==> src/hdl/chtwa_pkg.sv <==
`default_nettype none
package chtwa_pkg;

  localparam int BUCKETS = 1024;
  localparam int IDX_W   = $clog2(BUCKETS);
  localparam int WAYS    = 4;
  localparam int WAY_W   = $clog2(WAYS);

  localparam logic [7:0] GEN_MAX = 8'hFF;
  localparam logic [7:0] GEN_ONE = 8'h01;

  typedef enum logic [1:0] {
    CMD_PROBE      = 2'd0,
    CMD_STORE      = 2'd1,
    CMD_NEW_SEARCH = 2'd2,
    CMD_CLEAR      = 2'd3
  } cmd_e;

  typedef struct packed {
    logic        v;
    logic [7:0]  gen;
    logic [31:0] sig;
    logic [5:0]  depth;
    logic [1:0]  flag;
    logic [15:0] score;
    logic [15:0] eval;
    logic        has;
    logic [15:0] mv;
  } slot_t;

  typedef slot_t [WAYS-1:0] row_t;

  typedef struct packed {
    logic load;
    logic gen_adv;
    logic gen_clr;
    logic gen_wrap;
    logic sweep;
    logic probe_done;
    logic store_done;
  } ctl_cmd_t;

  typedef struct packed {
    logic       gen_at_max;
    logic       sweep_last;
    logic       out_free;
    logic [7:0] cur_gen;
    logic [7:0] oldest_gen;
  } ctl_sts_t;

endpackage
`default_nettype wire

==> src/hdl/chtwa_ctrl.sv <==
`default_nettype none
module chtwa_ctrl (
  input  wire logic                clk_i,
  input  wire logic                rst_ni,
  input  wire logic                in_valid_i,
  input  wire logic [1:0]          in_cmd_i,
  output logic                     in_ready_o,
  input  wire chtwa_pkg::ctl_sts_t sts_i,
  output chtwa_pkg::ctl_cmd_t      cmd_o
);
  import chtwa_pkg::*;

  localparam logic [1:0] S_SWEEP = 2'd0;
  localparam logic [1:0] S_IDLE  = 2'd1;
  localparam logic [1:0] S_EXEC  = 2'd2;

  logic [1:0] state_q, state_d;
  logic [1:0] cmd_q, cmd_d;
  logic       accept;

  assign in_ready_o = (state_q == S_IDLE);
  assign accept     = in_valid_i && in_ready_o;

  always_comb begin
    state_d = state_q;
    cmd_d   = cmd_q;
    cmd_o   = '0;
    case (state_q)
      S_IDLE: begin
        if (accept) begin
          if (in_cmd_i inside {CMD_PROBE, CMD_STORE}) begin
            cmd_o.load = 1'b1;
            cmd_d      = in_cmd_i;
            state_d    = S_EXEC;
          end else if (sts_i.gen_at_max) begin
            cmd_o.gen_wrap = 1'b1;
            state_d        = S_SWEEP;
          end else begin
            cmd_o.gen_adv = 1'b1;
            cmd_o.gen_clr = (in_cmd_i == CMD_CLEAR);
          end
        end
      end
      S_EXEC: begin
        if (cmd_q == CMD_STORE) begin
          cmd_o.store_done = 1'b1;
          state_d          = S_IDLE;
        end else if (sts_i.out_free) begin
          cmd_o.probe_done = 1'b1;
          state_d          = S_IDLE;
        end
      end
      S_SWEEP: begin
        cmd_o.sweep = 1'b1;
        if (sts_i.sweep_last) begin
          state_d = S_IDLE;
        end
      end
      default: begin
        state_d = S_IDLE;
      end
    endcase
  end

  always_ff @(posedge clk_i or negedge rst_ni) begin
    if (!rst_ni) begin
      state_q <= S_SWEEP;
      cmd_q   <= CMD_PROBE;
    end else begin
      state_q <= state_d;
      cmd_q   <= cmd_d;
    end
  end

endmodule
`default_nettype wire

==> config.mk <==
export PLATFORM = sky130hd
export DESIGN_NAME = chtwa_ctrl
export DESIGN_NICKNAME = d
export VERILOG_FILES = /design/src/hdl/chtwa_pkg.sv /design/src/hdl/chtwa_ctrl.sv
export SDC_FILE = /design/constraint.sdc
export NUM_CORES = 1
export LEC_CHECK = 0
export BUFFER_PORTS_ARGS = -buffer_cell sky130_fd_sc_hd__buf_2
export CORE_AREA = 3 3 40 42
export DETAILED_ROUTE_END_ITERATION = 10
export DIE_AREA = 0 0 43 45
export MAX_ROUTING_LAYER = met4
export RECOVER_POWER = 25
export SETUP_SLACK_MARGIN = 0.02
export SYNTH_ARGS = -nofsm -noshare
export SYNTH_HDL_FRONTEND = slang
export SYNTH_SLANG_ARGS = --single-unit
==> constraint.sdc <==
create_clock -name clk_i -period 1.42 [get_ports clk_i]
set_input_delay 0.071 -clock clk_i [delete_from_list [all_inputs] [get_ports clk_i]]
set_output_delay 0.071 -clock clk_i [all_outputs]
set_load 0.01 [all_outputs]
After elaboration in Yosys (flattened, before gate mapping) --
Cells that the tools add are included.
Storage, ports and cells: register bits 4, bits of input ports 24, output and inout bits 8, logic and storage cells 35
Operators by class: equality and inequality tests 9, muxes and demuxes 18, reduce and logical (&&, ||, !) cells 6
Operators by type and width (count):
- two-way mux 2 bit | 8
- two-way mux 4 bit | 2
- equality test 2 x 1 -> 1 bit (second input constant) | 3
- two-way mux 1 bit | 6
- one-hot mux 2 bit (3 select lines) | 1
- equality test 2 bit (second input constant) | 2
- zero test 2 bit | 2
- AND reduction 4 bit | 1
- two-way mux 3 bit | 1
- != test 3 x 1 -> 1 bit (second input constant) | 1
- != test 3 bit (second input constant) | 1
- AND reduction 3 bit | 1
- != test 2 x 1 -> 1 bit (second input constant) | 1
- != test 2 bit (second input constant) | 1
- nonzero test 2 bit | 1
- logical AND 1 bit | 1

Longest topological paths before layout --
word-level depth 5, depth in mapped cells 3, mapped depth without buffers 3

Least setup slack after synthesis --
Ideal clock, no wire load.
path type register -> register, from register state_q[1], to register cmd_q[0], library setup time 0.125 ns, arrival time 1.103 ns, data required time 1.295 ns, setup slack 0.192 ns, cell stages (with the launch flop) 4, buffers on the path 0, clock period less this slack 1.228 ns, path through dfrtp_1 nor2b_4 and3b_4 mux2_4
Between the ends: cells in the longest elaborated chain, start to end 3
Ends and longest elaborated chain:
- from (decl) | RTL line chtwa_ctrl.sv:17 | logic [1:0] state_q, state_d;
- from (signal assigned) | RTL line chtwa_ctrl.sv:70 | state_q <= state_d;
- equality test 2 x 1 -> 1 bit * | RTL line chtwa_ctrl.sv:21 | assign in_ready_o = (state_q == S_IDLE);
- via in_ready_o | RTL line chtwa_ctrl.sv:7 | output logic in_ready_o,
- logical AND 1 bit | RTL line chtwa_ctrl.sv:22 | assign accept = in_valid_i && in_ready_o;
- AND reduction 3 bit (no source line) *
- to (signal assigned) | RTL line chtwa_ctrl.sv:71 | cmd_q <= cmd_d;
- to (decl) | RTL line chtwa_ctrl.sv:18 | logic [1:0] cmd_q, cmd_d;
Mark *: on every way through the listed nets, which the timed path passes. The rest lies on a longest branch. A chain may end at the register's enable or synchronous reset.

==> flow_metrics.py <==
metrics = {
    "worst_hold_path": {
        "hp-start": "in_cmd_i[0]",
        "hold_path_class": "input pin to register",
        "hold_path_depth": 2,
        "min_to": "cmd_q[0]",
    },
    "power_and_ir_drop": {
        "leakage_uw": 0.000208,
        "irDropWorstVdd_v": 0.000372,
        "power.clock.fraction": 0.291,
        "power_frac_seq": 0.324,
        "combPwrFrac": 0.386,
        "swShare": 0.279,
        "power.density_nw_per_um2": 1220,
        "netSwitchingPower_uw": 133,
        "internal-power_uw": 342,
    },
    "logic_synthesis": {
        "synth-compound-area-share": 0.0469,
        "ys_ff_latch": 4,
        "synthesis.area_um2": 240,
        "ys_types": 17,
        "synth.net_count": 47,
        "synth_mux_area_frac": 0.0625,
        "synth_largest_area_cell": "dfrtp_1",
        "synth_xor_area_frac": 0,
        "syn_area_per_cell_um2": 10.4,
        "synthCells": 23,
        "yosysWarnings": 0,
        "synth_top_family_by_area": "simple AND/OR/NAND/NOR gates",
        "synth_area_leaders": "dfrtp_1 (42%), nor2b_1 (7.8%), mux2_4 (6.3%), nor3b_1 (6.3%), nor2b_4 (5.7%)",
        "yosys.area_share.adder": 0,
        "ys_seq_area_frac": 0.417,
        "synth_top_area_frac": 0.417,
        "synth_simple_gate_area_share": 0.458,
    },
    "global_routing": {
        "met3_usage": 0.0279,
        "grt_use_met2": 0.0689,
        "grtUsageTotal": 0.0698,
        "grt.overflow.total": 0,
        "antenna_found_initial": 0,
        "grt_max_degree": 5,
        "grt_pass1_vias": 213,
        "grt_util_met1": 0.0878,
        "grt_pass1_wl_um": 869,
        "grt.busiest_layer": "met4",
    },
    "timing": {
        "finalHoldViolCount": 0,
        "slew_viol_final": 0,
        "tightestPinTransition_ns": 0.232,
        "clock_skew_ns": 0.00131,
        "final.setup.tns_ns": 0,
        "setup_viol": 0,
        "slew_headroom": 0.844,
        "post-route-period-util": 0.924,
        "hold_slack_ns": 0.0803,
        "period_minus_slack_ns": 1.31,
        "rsz0062_at_grt": "yes",
        "timing.fmax_mhz": 762,
    },
    "clock_network": {
        "ctsRootBufferMaster": "clkbuf_4",
        "clk_path_buf_depth": 2,
        "ctsResizeCount": 0,
        "clkSlewWorstSetupHoldPaths_ns": 0.04,
        "cts_tree": "built",
        "cts_buffers": 3,
        "htreeDepth": 1,
        "cts_sinks": 4,
        "worstSkewPairLatency_ns": 0.23,
    },
    "die": {
        "die_area_um2": 1940,
        "row_count": 13,
        "start_util": 0.187,
        "die_h_um": 45,
        "core_um2": 1280,
        "die_w_um": 43,
        "top_level_ports": 32,
    },
    "drt": {
        "drc_errors": 0,
        "ant_nets": 0,
        "routedWlPerCell_um": 9.07,
        "drtIter0Drc": 2,
        "vias": 234,
        "firstDrtPassIters": 4,
        "vias_per_cell": 3.90,
        "wl_um": 544,
    },
    "worst_setup_path": {
        "critical_path_class": "register to output port",
        "ff2ff_setup_slack_ns": 0.22,
        "worstPathRequired_ns": 1.35,
        "cp-start-kind": "register",
        "r2r_cells": 3,
        "end_kind": "output port",
        "cp_max_fo": 4,
        "reg2reg_from": "state_q[1]",
        "cp.arrival_ns": 1.24,
        "timing.rr.end": "cmd_q[0]",
    },
    "layout": {
        "n_antenna_cell": 0,
        "layout.cells.non_filler": 60,
        "drive_above_1_share": 0.511,
        "area_growth_pct": 61.5,
        "nets": 71,
    },
    "placement": {
        "place_inst": 54,
        "portBuffers": 15,
        "dp_hpwl_um": 425,
        "place_congestion": 0.646,
    },
    "flow_run": {
        "maxCapViolCount": 0,
    },
    "outcome": {
        "status": "finished, final reports clean",
    },
}
## final cells by class
type | count | area [um2]
multi-input combinational | 18 | 136
sequential | 4 | 100
fill | 143 | 897
inverter | 1 | 3.75
clock buffer | 3 | 22.5
timing repair buffer | 19 | 106
tap | 15 | 18.8
## cell usage in the layout, fill, tap and decap left out, drive strengths merged
cell type    count
buf             17
and3b            1
clkbuf           4
or2              1
dfrtp            4
o22ai            1
a21oi            1
nor2             1
dlygate4sd3      1
nand2            1
inv              1
nor3             1
and4             1
nor2b            4
nor3b            2
and2             1
and4b            1
nand2b           1
mux2             1
## worst max-delay path by stage
stage / startpoint / end / cells after the start
5_1_grt: state_q[0] / cmd_o[1] / 4
6_report: state_q[0] / cmd_o[0] / 4
2_1_floorplan: state_q[1] / cmd_q[0] / 3
3_3_place_gp: state_q[1] / cmd_q[0] / 3
4_1_cts: state_q[1] / cmd_o[4] / 4
3_5_place_dp: state_q[1] / cmd_q[0] / 3
## registers in the layout (all words and copies together) (netlist names)
signal / flops
state_q: 2
cmd_q: 2
## logic make-up (layout without fill, tap and decap cells)
family,Yosys count,after routing
AND/OR/NAND/NOR,15,15
flip-flops,4,4
multiplexers,1,1
buffers and inverters,1,23
AO/OA/AOI/OAI,2,2
## power by group through the flow
stage,clock network (uW),registers (uW),logic (uW)
floorplan,0,154,96.3
detailed placement,0,156,158
global placement,0,155,157
finish,138,154,183
global route,152,157,197
CTS,147,154,160
## per-layer routing
layer	part of all wire	vias to the layer above	wire length, um
met5	0	-	0
met1	0.54	91	292
met3	0.13	0	70
li1	-	128	-
met4	0	0	0
met2	0.33	15	181
## worst max-delay path: stages, from the launching register on
cell and delay, ns:
dfrtp_1 0.36, buf_4 0.14, nand2b_1 0.16, nor3b_1 0.19, buf_2 0.16
## metrics by stage
stage           util  setup WS, ns  instance area [um2]  power [uW]
6_report       0.302         0.107                  388         475
5_1_grt        0.302       0.00982                  388         506
4_1_cts        0.291        0.0804                  374         462
3_5_place_dp   0.266         0.209                  342         313
3_3_place_gp   0.266         0.205                  342         312
2_1_floorplan      -         0.192                  240         251
## synthesized netlist by cell type (all sizes together)
| library cell | instances |
|---|---|
| and2 | 1 |
| nor2b | 4 |
| dfrtp | 4 |
| nor2 | 1 |
| o22ai | 1 |
| mux2 | 1 |
| nor3 | 1 |
| nand2b | 1 |
| and4b | 1 |
| inv | 1 |
| and4 | 1 |
| or2 | 1 |
| a21oi | 1 |
| nand2 | 1 |
| nor3b | 2 |
| and3b | 1 |
## repair_timing
item                                    CTS  global route
setup buffers                             0             2
endpoints found under the setup margin    0             2
hold buffers                              1             0
hold endpoints to repair                  4             0
Power figures use the tool's default switching activity.
